### src/rtl/sdpb_pkg.sv
// ----------------------------------------------------------------------------
// Step/direction positioner package
// Field widths, codes, reset values and shared types.
// ----------------------------------------------------------------------------
package sdpb_pkg;

    localparam int PosW   = 32;
    localparam int TickW  = 16;
    localparam int LevelW = 3;
    localparam int PwW    = 12;
    localparam int CfgIdxW  = 2;
    localparam int CfgDataW = 16;

    typedef enum logic [1:0] {
        OP_TICK       = 2'd0,
        OP_SET_TARGET = 2'd1,
        OP_SET_POS    = 2'd2
    } t_opcode;

    typedef enum logic [CfgIdxW-1:0] {
        CFG_INTERVAL   = 2'd0,
        CFG_BL_ENABLE  = 2'd1,
        CFG_BL_STEPS   = 2'd2,
        CFG_SPEED      = 2'd3
    } t_cfg_idx;

    localparam logic [TickW-1:0]  RST_INTERVAL  = 16'd1000;
    localparam logic              RST_BL_ENABLE = 1'b1;
    localparam logic [TickW-1:0]  RST_BL_STEPS  = 16'd300;
    localparam logic [LevelW-1:0] RST_SPEED     = 3'd0;

    localparam logic [PwW-1:0] PW_1000 = 12'd1000;
    localparam logic [PwW-1:0] PW_1500 = 12'd1500;
    localparam logic [PwW-1:0] PW_2000 = 12'd2000;
    localparam logic [PwW-1:0] PW_2500 = 12'd2500;
    localparam logic [PwW-1:0] PW_3000 = 12'd3000;

    localparam logic DIR_CW  = 1'b1;
    localparam logic DIR_CCW = 1'b0;

    typedef struct packed {
        logic [TickW-1:0]  interval;
        logic              bl_enable;
        logic [TickW-1:0]  bl_steps;
        logic [LevelW-1:0] speed;
    } t_cfg;

    typedef struct packed {
        logic                  step_pulse;
        logic                  step_dir;
        logic signed [PosW-1:0] position;
        logic                  moving;
        logic                  in_backlash;
        logic [PwW-1:0]        pulse_width_us;
    } t_result;

    function automatic logic [PwW-1:0] pulse_width(input logic [LevelW-1:0] level);
        logic [PwW-1:0] w;
        case (level)
            3'd0, 3'd1: w = PW_1000;
            3'd2:       w = PW_1500;
            3'd3:       w = PW_2000;
            3'd4:       w = PW_2500;
            default:    w = PW_3000;
        endcase
        return w;
    endfunction

endpackage

### src/rtl/sdpb_in_if.sv
// ----------------------------------------------------------------------------
// Positioner command channel
// Valid/ready channel carrying opcode and position operand.
// ----------------------------------------------------------------------------
interface sdpb_in_if;
    logic                                valid;
    logic                                ready;
    logic [1:0]                          opcode;
    logic signed [sdpb_pkg::PosW-1:0]    value;

    modport source (output valid, output opcode, output value, input ready);
    modport sink   (input valid, input opcode, input value, output ready);
endinterface

### src/rtl/sdpb_out_if.sv
// ----------------------------------------------------------------------------
// Positioner result channel
// Valid/ready channel carrying step outputs and position.
// ----------------------------------------------------------------------------
interface sdpb_out_if;
    logic                                valid;
    logic                                ready;
    logic                                step_pulse;
    logic                                step_dir;
    logic signed [sdpb_pkg::PosW-1:0]    position;
    logic                                moving;
    logic                                in_backlash;
    logic [sdpb_pkg::PwW-1:0]            pulse_width_us;

    modport source (output valid, output step_pulse, output step_dir, output position,
                    output moving, output in_backlash, output pulse_width_us, input ready);
    modport sink   (input valid, input step_pulse, input step_dir, input position,
                    input moving, input in_backlash, input pulse_width_us, output ready);
endinterface

### src/rtl/sdpb_core.sv
// ----------------------------------------------------------------------------
// Positioner core
// Position, target, direction, step timer and backlash state; one item per
// transfer, result formed in the same cycle.
// ----------------------------------------------------------------------------
module sdpb_core (
    input  logic                             i_clk,
    input  logic                             i_rst_n,
    input  logic                             i_accept,
    input  logic [1:0]                       i_opcode,
    input  logic signed [sdpb_pkg::PosW-1:0] i_value,
    input  sdpb_pkg::t_cfg                   i_cfg,
    output sdpb_pkg::t_result                o_result
);

    logic signed [sdpb_pkg::PosW-1:0] r_cur_pos, n_cur_pos;
    logic signed [sdpb_pkg::PosW-1:0] r_tgt_pos, n_tgt_pos;
    logic                             r_last_dir, n_last_dir;
    logic [sdpb_pkg::TickW-1:0]       r_ticks, n_ticks;
    logic [sdpb_pkg::TickW-1:0]       r_bl_left, n_bl_left;

    logic [sdpb_pkg::TickW-1:0] ticks_inc;
    logic                       due;
    logic                       dir;
    logic                       pulse;
    logic                       bl_pulse;

    assign ticks_inc = (r_ticks < i_cfg.interval) ? r_ticks + 16'd1 : r_ticks;
    assign due       = ticks_inc >= i_cfg.interval;
    assign dir       = (r_tgt_pos > r_cur_pos) ? sdpb_pkg::DIR_CW : sdpb_pkg::DIR_CCW;

    always_comb begin
        n_cur_pos  = r_cur_pos;
        n_tgt_pos  = r_tgt_pos;
        n_last_dir = r_last_dir;
        n_ticks    = r_ticks;
        n_bl_left  = r_bl_left;
        pulse      = 1'b0;
        bl_pulse   = 1'b0;
        if (i_accept) begin
            case (i_opcode)
                sdpb_pkg::OP_SET_TARGET: begin
                    n_tgt_pos = i_value;
                end
                sdpb_pkg::OP_SET_POS: begin
                    n_cur_pos = i_value;
                end
                sdpb_pkg::OP_TICK: begin
                    if (r_bl_left != '0) begin
                        if (due) begin
                            n_bl_left = r_bl_left - 16'd1;
                            pulse     = 1'b1;
                            bl_pulse  = 1'b1;
                        end
                    end else if (r_cur_pos == r_tgt_pos) begin
                        n_last_dir = sdpb_pkg::DIR_CCW;
                    end else if (due) begin
                        pulse = 1'b1;
                        if (dir != r_last_dir) begin
                            n_last_dir = dir;
                            if (i_cfg.bl_enable && (i_cfg.bl_steps != '0)) begin
                                n_bl_left = i_cfg.bl_steps - 16'd1;
                                bl_pulse  = 1'b1;
                            end
                        end
                        if (!bl_pulse) begin
                            n_cur_pos = dir ? r_cur_pos + 32'sd1 : r_cur_pos - 32'sd1;
                        end
                    end
                    n_ticks = pulse ? '0 : ticks_inc;
                end
                default: begin
                end
            endcase
        end
    end

    always_ff @(posedge i_clk) begin
        if (!i_rst_n) begin
            r_cur_pos  <= '0;
            r_tgt_pos  <= '0;
            r_last_dir <= sdpb_pkg::DIR_CW;
            r_ticks    <= '0;
            r_bl_left  <= '0;
        end else begin
            r_cur_pos  <= n_cur_pos;
            r_tgt_pos  <= n_tgt_pos;
            r_last_dir <= n_last_dir;
            r_ticks    <= n_ticks;
            r_bl_left  <= n_bl_left;
        end
    end

    always_comb begin
        o_result.step_pulse     = pulse;
        o_result.step_dir       = n_last_dir;
        o_result.position       = n_cur_pos;
        o_result.moving         = (n_cur_pos != n_tgt_pos) || (n_bl_left != '0);
        o_result.in_backlash    = bl_pulse;
        o_result.pulse_width_us = sdpb_pkg::pulse_width(i_cfg.speed);
    end

endmodule

### src/rtl/step_dir_positioner_backlash.sv
// ----------------------------------------------------------------------------
// Step/direction positioner with backlash compensation
// A command's result is registered and shows on o_res in the cycle after its transfer.
// Throughput: one command per cycle; a command is taken while a result
// waits as long as that result transfers in the same cycle.
// Reset: synchronous, active low; position, target, timer and backlash clear,
// direction clockwise, registers to their defaults, no result pending.
// ----------------------------------------------------------------------------
module step_dir_positioner_backlash (
    input  logic                                 i_clk,
    input  logic                                 i_rst_n,
    sdpb_in_if.sink                              i_cmd,
    sdpb_out_if.source                           o_res,
    input  logic                                 i_cfg_wr_en,
    input  logic [sdpb_pkg::CfgIdxW-1:0]         i_cfg_idx,
    input  logic [sdpb_pkg::CfgDataW-1:0]        i_cfg_data
);

    sdpb_pkg::t_cfg    r_cfg;
    sdpb_pkg::t_result core_res;
    sdpb_pkg::t_result r_res;
    logic              r_out_valid;
    logic              accept;

    assign i_cmd.ready = !r_out_valid || o_res.ready;
    assign accept      = i_cmd.valid && i_cmd.ready;

    always_ff @(posedge i_clk) begin
        if (!i_rst_n) begin
            r_cfg.interval  <= sdpb_pkg::RST_INTERVAL;
            r_cfg.bl_enable <= sdpb_pkg::RST_BL_ENABLE;
            r_cfg.bl_steps  <= sdpb_pkg::RST_BL_STEPS;
            r_cfg.speed     <= sdpb_pkg::RST_SPEED;
        end else if (i_cfg_wr_en) begin
            case (i_cfg_idx)
                sdpb_pkg::CFG_INTERVAL:  r_cfg.interval  <= i_cfg_data;
                sdpb_pkg::CFG_BL_ENABLE: r_cfg.bl_enable <= i_cfg_data[0];
                sdpb_pkg::CFG_BL_STEPS:  r_cfg.bl_steps  <= i_cfg_data;
                sdpb_pkg::CFG_SPEED:     r_cfg.speed     <= i_cfg_data[sdpb_pkg::LevelW-1:0];
                default: begin
                end
            endcase
        end
    end

    sdpb_core u_core (
        .i_clk    (i_clk),
        .i_rst_n  (i_rst_n),
        .i_accept (accept),
        .i_opcode (i_cmd.opcode),
        .i_value  (i_cmd.value),
        .i_cfg    (r_cfg),
        .o_result (core_res)
    );

    // hold the result until its transfer, load on each command transfer
    always_ff @(posedge i_clk) begin
        if (!i_rst_n) begin
            r_out_valid <= 1'b0;
        end else if (accept) begin
            r_out_valid <= 1'b1;
        end else if (o_res.ready) begin
            r_out_valid <= 1'b0;
        end
    end

    always_ff @(posedge i_clk) begin
        if (accept) begin
            r_res <= core_res;
        end
    end

    assign o_res.valid          = r_out_valid;
    assign o_res.step_pulse     = r_res.step_pulse;
    assign o_res.step_dir       = r_res.step_dir;
    assign o_res.position       = r_res.position;
    assign o_res.moving         = r_res.moving;
    assign o_res.in_backlash    = r_res.in_backlash;
    assign o_res.pulse_width_us = r_res.pulse_width_us;

endmodule

### src/flat_wrapper.sv
// flat-port wrapper written by rule: the top's interface ports become plain ports
module step_dir_positioner_backlash_flat 
  (i_clk, i_rst_n, i_cfg_wr_en, i_cfg_idx, i_cfg_data, i_cmd_valid, i_cmd_opcode, i_cmd_value, i_cmd_ready, o_res_valid, o_res_step_pulse, o_res_step_dir, o_res_position, o_res_moving, o_res_in_backlash, o_res_pulse_width_us, o_res_ready);
  sdpb_in_if i_cmd_i ();
  sdpb_out_if o_res_i ();
  input  logic i_clk;
  input  logic i_rst_n;
  input  logic i_cfg_wr_en;
  input  logic [sdpb_pkg::CfgIdxW-1:0] i_cfg_idx;
  input  logic [sdpb_pkg::CfgDataW-1:0] i_cfg_data;
  input wire logic [$bits(i_cmd_i.valid)-1:0] i_cmd_valid;
  input wire logic [$bits(i_cmd_i.opcode)-1:0] i_cmd_opcode;
  input wire logic [$bits(i_cmd_i.value)-1:0] i_cmd_value;
  output wire logic [$bits(i_cmd_i.ready)-1:0] i_cmd_ready;
  output wire logic [$bits(o_res_i.valid)-1:0] o_res_valid;
  output wire logic [$bits(o_res_i.step_pulse)-1:0] o_res_step_pulse;
  output wire logic [$bits(o_res_i.step_dir)-1:0] o_res_step_dir;
  output wire logic [$bits(o_res_i.position)-1:0] o_res_position;
  output wire logic [$bits(o_res_i.moving)-1:0] o_res_moving;
  output wire logic [$bits(o_res_i.in_backlash)-1:0] o_res_in_backlash;
  output wire logic [$bits(o_res_i.pulse_width_us)-1:0] o_res_pulse_width_us;
  input wire logic [$bits(o_res_i.ready)-1:0] o_res_ready;
  assign i_cmd_i.valid = i_cmd_valid;
  assign i_cmd_i.opcode = i_cmd_opcode;
  assign i_cmd_i.value = i_cmd_value;
  assign i_cmd_ready = i_cmd_i.ready;
  assign o_res_valid = o_res_i.valid;
  assign o_res_step_pulse = o_res_i.step_pulse;
  assign o_res_step_dir = o_res_i.step_dir;
  assign o_res_position = o_res_i.position;
  assign o_res_moving = o_res_i.moving;
  assign o_res_in_backlash = o_res_i.in_backlash;
  assign o_res_pulse_width_us = o_res_i.pulse_width_us;
  assign o_res_i.ready = o_res_ready;
  step_dir_positioner_backlash u_core (.i_clk(i_clk), .i_rst_n(i_rst_n), .i_cmd(i_cmd_i), .o_res(o_res_i), .i_cfg_wr_en(i_cfg_wr_en), .i_cfg_idx(i_cfg_idx), .i_cfg_data(i_cfg_data));
endmodule
### config.mk
export PLATFORM = sky130hd
export DESIGN_NAME = step_dir_positioner_backlash_flat
export DESIGN_NICKNAME = d
export VERILOG_FILES = /design/src/rtl/sdpb_pkg.sv /design/src/rtl/sdpb_in_if.sv /design/src/rtl/sdpb_out_if.sv /design/src/rtl/sdpb_core.sv /design/src/rtl/step_dir_positioner_backlash.sv /design/src/flat_wrapper.sv
export SDC_FILE = /design/constraint.sdc
export NUM_CORES = 1
export LEC_CHECK = 0
export BUFFER_PORTS_ARGS = -buffer_cell sky130_fd_sc_hd__buf_2
export CAP_MARGIN = 30
export CORE_MARGIN = 3
export CORE_UTILIZATION = 56
export CTS_CLUSTER_SIZE = 16
export DETAILED_ROUTE_END_ITERATION = 6
export PLACE_DENSITY_LB_ADDON = 0.12
export SLEW_MARGIN = 20
export SYNTH_ARGS = -nofsm -noshare
export SYNTH_HDL_FRONTEND = slang
export SYNTH_HIERARCHICAL = 1
export SYNTH_SLANG_ARGS = --single-unit
### constraint.sdc
create_clock -name i_clk -period 8.1 [get_ports i_clk]
set_input_delay 0 -clock i_clk [delete_from_list [all_inputs] [get_ports i_clk]]
set_output_delay 0 -clock i_clk [all_outputs]
set_load 0.03 [all_outputs]
Yosys cells after proc, flatten, opt, wreduce, memory -nomap -nowiden --
Cells that the tools add are included.
Cells by class: $add $sub $neg 5, magnitude comparators 3, equal/unequal tests 12, mux-type cells 44, reductions and logical operators 18
Operators with widths (number):
- $mux 32 | 8
- $mux 16 | 10
- $pmux 32 s2 | 1
- $pmux 12 s4 | 1
- $reduce_bool 16->1 | 3
- $add 32x2->32 const B | 1
- $eq 32x32->1 | 1
- $gt 32x32->1 | 1
- $ne 32x32->1 | 1
- $sub 16x1->16 const B | 2
- $sub 32x2->32 const B | 1
- $mux 1 | 24
- $add 16x1->16 const B | 1
- $ge 16x16->1 | 1
- $lt 16x16->1 | 1
- $reduce_and 2->1 | 5
- $eq 2x2->1 const B | 3
- $eq 3x2->1 const B | 2
- $eq 2x1->1 const B | 2
- $logic_not 2->1 | 2
- $eq 3x1->1 const B | 1
- $eq 3x3->1 const B | 1
- $logic_not 3->1 | 1
- $logic_and 1x1->1 | 2
- 5 further kinds | 6
Storage, ports and cells: register bits after elaboration 182, input port bits 57

Depth between registers and ports, before layout --
depth after elaboration 17, mapped depth 31

Cells and area by module --
The synthesis kept the hierarchy.
Modules (own cells, without submodules):
- sdpb_core | times used 1, cells an instance 1602, area an instance 11303.3 µm², sequential area each 1941.9 µm²
- step_dir_positioner_backlash | times used 1, cells an instance 199, area an instance 2951.6 µm², sequential area each 2182.1 µm²

Worst setup path after synthesis --
Ideal clock, no wire load.
kind register to register, start reg u_core/u_core/r_cur_pos[9] (netlist bit), end reg u_core.r_res, in the netlist u_core/o_res.moving, data pin, setup time 0.269 ns, arrival 6.329 ns, data required time 7.831 ns, setup slack 1.502 ns, cell stages (with the launch flop) 23, period minus slack after synthesis 6.598 ns, path through dfxtp_1 inv_1 ha_1 a21oi_1 o21ai_0 a2111oi_0 a32oi_1 o211ai_1 ha_1 clkbuf_1 a21oi_1 o21ai_0 nor4_1 a21oi_1 a221oi_1 o21ai_0 o21ai_0 and3b_1 xor2_1 o211ai_1 o311ai_0 a211oi_1 nand4_1
RTL lines:
- start, declared | RTL line sdpb_core.sv:16 | logic signed [sdpb_pkg::PosW-1:0] r_cur_pos, n_cur_pos;
- start signal, assigned | RTL line sdpb_core.sv:86 | r_cur_pos <= n_cur_pos;
- end signal, assigned | RTL line step_dir_positioner_backlash.sv:69 | r_res <= core_res;
- end, declared | RTL line step_dir_positioner_backlash.sv:21 | sdpb_pkg::t_result r_res;

==> flow_metrics.py <==
metrics = {
    "outcome": {
        "run_status": "complete, no violations",
    },
    "cts": {
        "clock_path_buffers": 2,
        "cts_buffers": 17,
        "postCtsSetupRepairBufs": 0,
        "clock_tree.root_cell": "clkbuf_16",
        "clk_latency_ns": 0.45,
        "cts.sinks": 182,
        "cts-htree-levels": 4,
        "cts_tree": "done",
        "clkTransAtPathRegs_ns": 0.08,
    },
    "layout": {
        "n_fill_cell": 2169,
        "antenna_cells": 0,
        "layout.nets": 2083,
        "multiInputGateArea_mm2": 0.00935,
        "layout-drive-gt1-share_pct": 10.9,
        "final_cell_mix": "nand2_1 (216), a21oi_1 (164), nor2_1 (143)",
        "final_common_cell": "nand2_1",
        "syn_to_final_growth_pct": 13.3,
        "seqCellArea_mm2": 0.00412,
    },
    "routing": {
        "wl_per_cell_um": 24.0,
        "drtPass1Iterations": 6,
        "ant_nets": 0,
        "num_vias": 15000,
        "drc": 0,
        "first_iter_violations": 2234,
        "avgViaCountPerCell": 6.62,
        "wl_mm": 54.3,
    },
    "place": {
        "port_buffers": 106,
        "place_hpwl_mm": 39.3,
        "preCtsSetupSlack_ns": 0.946,
        "place_congestion": 1.05,
    },
    "sta": {
        "tns_ns": 0,
        "setup_slack_ns": 0.570,
        "fin_worst_skew_ns": 0.0162,
        "hold_viol_final": 0,
        "hold_ws_ns": 0.0718,
        "rsz0062_at_grt": "false",
        "setup-violations-final": 0,
        "fin_crit_ns": 7.53,
        "relSlewSlack_pct": 30.4,
        "max_freq_ghz": 0.133,
        "tightest_slew_ns": 1.04,
        "timing.final.crit_share_pct": 93.0,
        "drv_slew": 0,
    },
    "floorplanning": {
        "core-area_mm2": 0.0247,
        "dieArea_mm2": 0.0274,
        "die_w_um": 166,
        "io_pins": 107,
        "start_util_pct": 57.8,
        "rows": 57,
        "die-height_um": 166,
    },
    "flow_run": {
        "max_cap_violations": 0,
    },
    "global_routing": {
        "grt-ovfl-total": 0,
        "first_global_vias": 14000,
        "grt_pass1_wl_mm": 80.9,
        "track_usage_pct": 39.0,
        "grt_max_degree": 88,
        "antenna_found_initial": 0,
    },
    "critical_path": {
        "cp_slowest_cell": "a21boi_1",
        "start_kind": "register",
        "crit_path_max_incr_delay_ns": 0.69,
        "crit_path_end_kind": "register",
        "worst-endpoint-arrival_ns": 7.70,
        "critPathTopFamily": "compound AO/OA/AOI/OAI gates",
        "critPathKind": "register to register",
        "path_buf_inv": 2,
        "path_max_fanout": 16,
        "critPathRequiredTime_ns": 8.27,
        "worst_path_most_repeated_cell": "a21o_1",
    },
    "logic_synthesis": {
        "synth_seq_cells": 182,
        "ys_seq_area_share_pct": 28.9,
        "synthFlopType": "dfxtp_1",
        "synth.largest_area_cell": "dfxtp_1",
        "avgSynthCellArea_um2": 7.92,
        "yosys.cell_types.count": 97,
        "yosysWarnings": 6,
        "async_flop_share_pct": 0,
        "synthTopCellsByArea": "dfxtp_1 (19%), edfxtp_1 (10%), ha_1 (9.1%)",
        "synth_top_area_share_pct": 18.8,
        "syn_area_mm2": 0.0143,
        "synth_enable_flop_cells": 48,
        "syn_inst": 1801,
    },
    "pwr": {
        "power_leakage_uw": 0.00676,
        "ir_drop_mv": 0.120,
        "power.density_mw_per_mm2": 184,
    },
    "hold_path": {
        "hp-class": "input pin to register",
    },
}
metal layers:
layer | up-vias | part of all wire [%] | track usage (%) | wire length (um)
met5 | - | 0 | 0 | 0
met4 | 0 | 6.5 | 22.5 | 3530
met3 | 219 | 9.5 | 7.23 | 5180
met2 | 948 | 46 | 64.6 | 25100
met1 | 6988 | 38 | 47.2 | 20500
li1 | 6802 | - | - | -
final timing paths:
path                                  from                          end  slack (ns)  cells past startpoint
hold / removal             i_cmd_value[16]  u_core/u_core/r_tgt_pos[16]        0.07                      3
setup / recovery  u_core/u_core/r_ticks[2]          u_core/o_res.moving        0.57                     26
hold reg to reg           u_core/r_cfg[32]             u_core/r_cfg[32]        0.47                      2
setup reg to reg  u_core/u_core/r_ticks[2]          u_core/o_res.moving        0.57                     26
tightest hold or removal path, stage by stage:
cell and delay (ns):
buf_2 0.21, mux2i_1 0.17, nor2_1 0.10
cells in the mapped netlist, drive strengths merged, types with 5 or more instances:
library cell and n:
nor3b 9, mux2 6, nor2 144, and2 43, o21ai 105, ha 104, a31oi 27, xor2 44
o22ai 35, a22o 5, a2111oi 9, dfxtp 134, a21boi 8, edfxtp 48, nand3b 7, buf 35
clkbuf 62, nor2b 26, nor4 19, nand2b 13, a211o 7, or3 21, mux2i 62, a21oi 164
and3 16, nand4b 6, a22oi 12, or4 12, o211ai 21, nand4 28, o32ai 8, a21o 20
nand2 216, xnor2 40, nand3 44, and3b 5, a211oi 15, o221ai 6, o21a 9, or2 5
nor3 46, inv 85, a221oi 6
sequential cells by signal, indices dropped and copies added (netlist names), 12 cells and up:
signal / cells
u_core/u_core/r_cur_pos: 32
u_core/u_core/r_ticks: 16
u_core/o_res.position: 32
u_core/u_core/r_bl_left: 16
u_core/r_cfg: 36
u_core/u_core/r_tgt_pos: 32
u_core/o_res.pulse_width_us: 12
final cells by class:
class,instances,share of cell area [%]
Tap cell,324,2.51
Clock buffer,19,2.81
Sequential cell,182,25.5
Timing Repair Buffer,196,8.26
Inverter,85,1.98
Clock inverter,13,0.969
Multi-Input combinational cell,1439,57.9
through the flow:
| stage | cell area [um^2] | instances | power [uW] | util (%) |
|---|---|---|---|---|
| after CTS | 16100 | 2258 | 2930 | 65.4 |
| after global routing | 16100 | 2258 | 3070 | 65.4 |
| after floorplan | 14300 | 1803 | 1730 | - |
| after detailed placement | 15000 | 2175 | 2050 | 60.9 |
| after global placement | 15000 | 2175 | 2040 | 60.9 |
| final | 16100 | 2258 | 2960 | 65.4 |
report_power, final:
group	leakage (uW)	total (uW)	internal, uW	switching (uW)
Combinational	0.00491	1080	377	702
Clock	0.000298	873	436	437
Sequential	0.00155	1010	975	36.8
Total	0.00676	2960	1790	1180
what timing repair did:
| item | in CTS | in global routing |
|---|---|---|
| hold endpoints to repair | 72 | 0 |
| resized for setup | 0 | 0 |
| hold buffers | 51 | 0 |
kinds of logic (layout without fill, tap and decap cells):
| group | Yosys count | in the layout | synth area share, % |
|---|---|---|---|
| AO/OA/AOI/OAI | 503 | 503 | 22.4 |
| other | 2 | 4 | 0.0527 |
| XOR/XNOR | 84 | 84 | 5.16 |
| AND/OR/NAND/NOR | 675 | 675 | 23.8 |
| multiplexers | 68 | 68 | 4.83 |
| flip-flops | 182 | 182 | 28.9 |
| adder cells (fa/ha/maj) | 105 | 105 | 9.27 |
| buffers and inverters | 182 | 313 | 5.55 |
(Power assumes the default switching activity.)
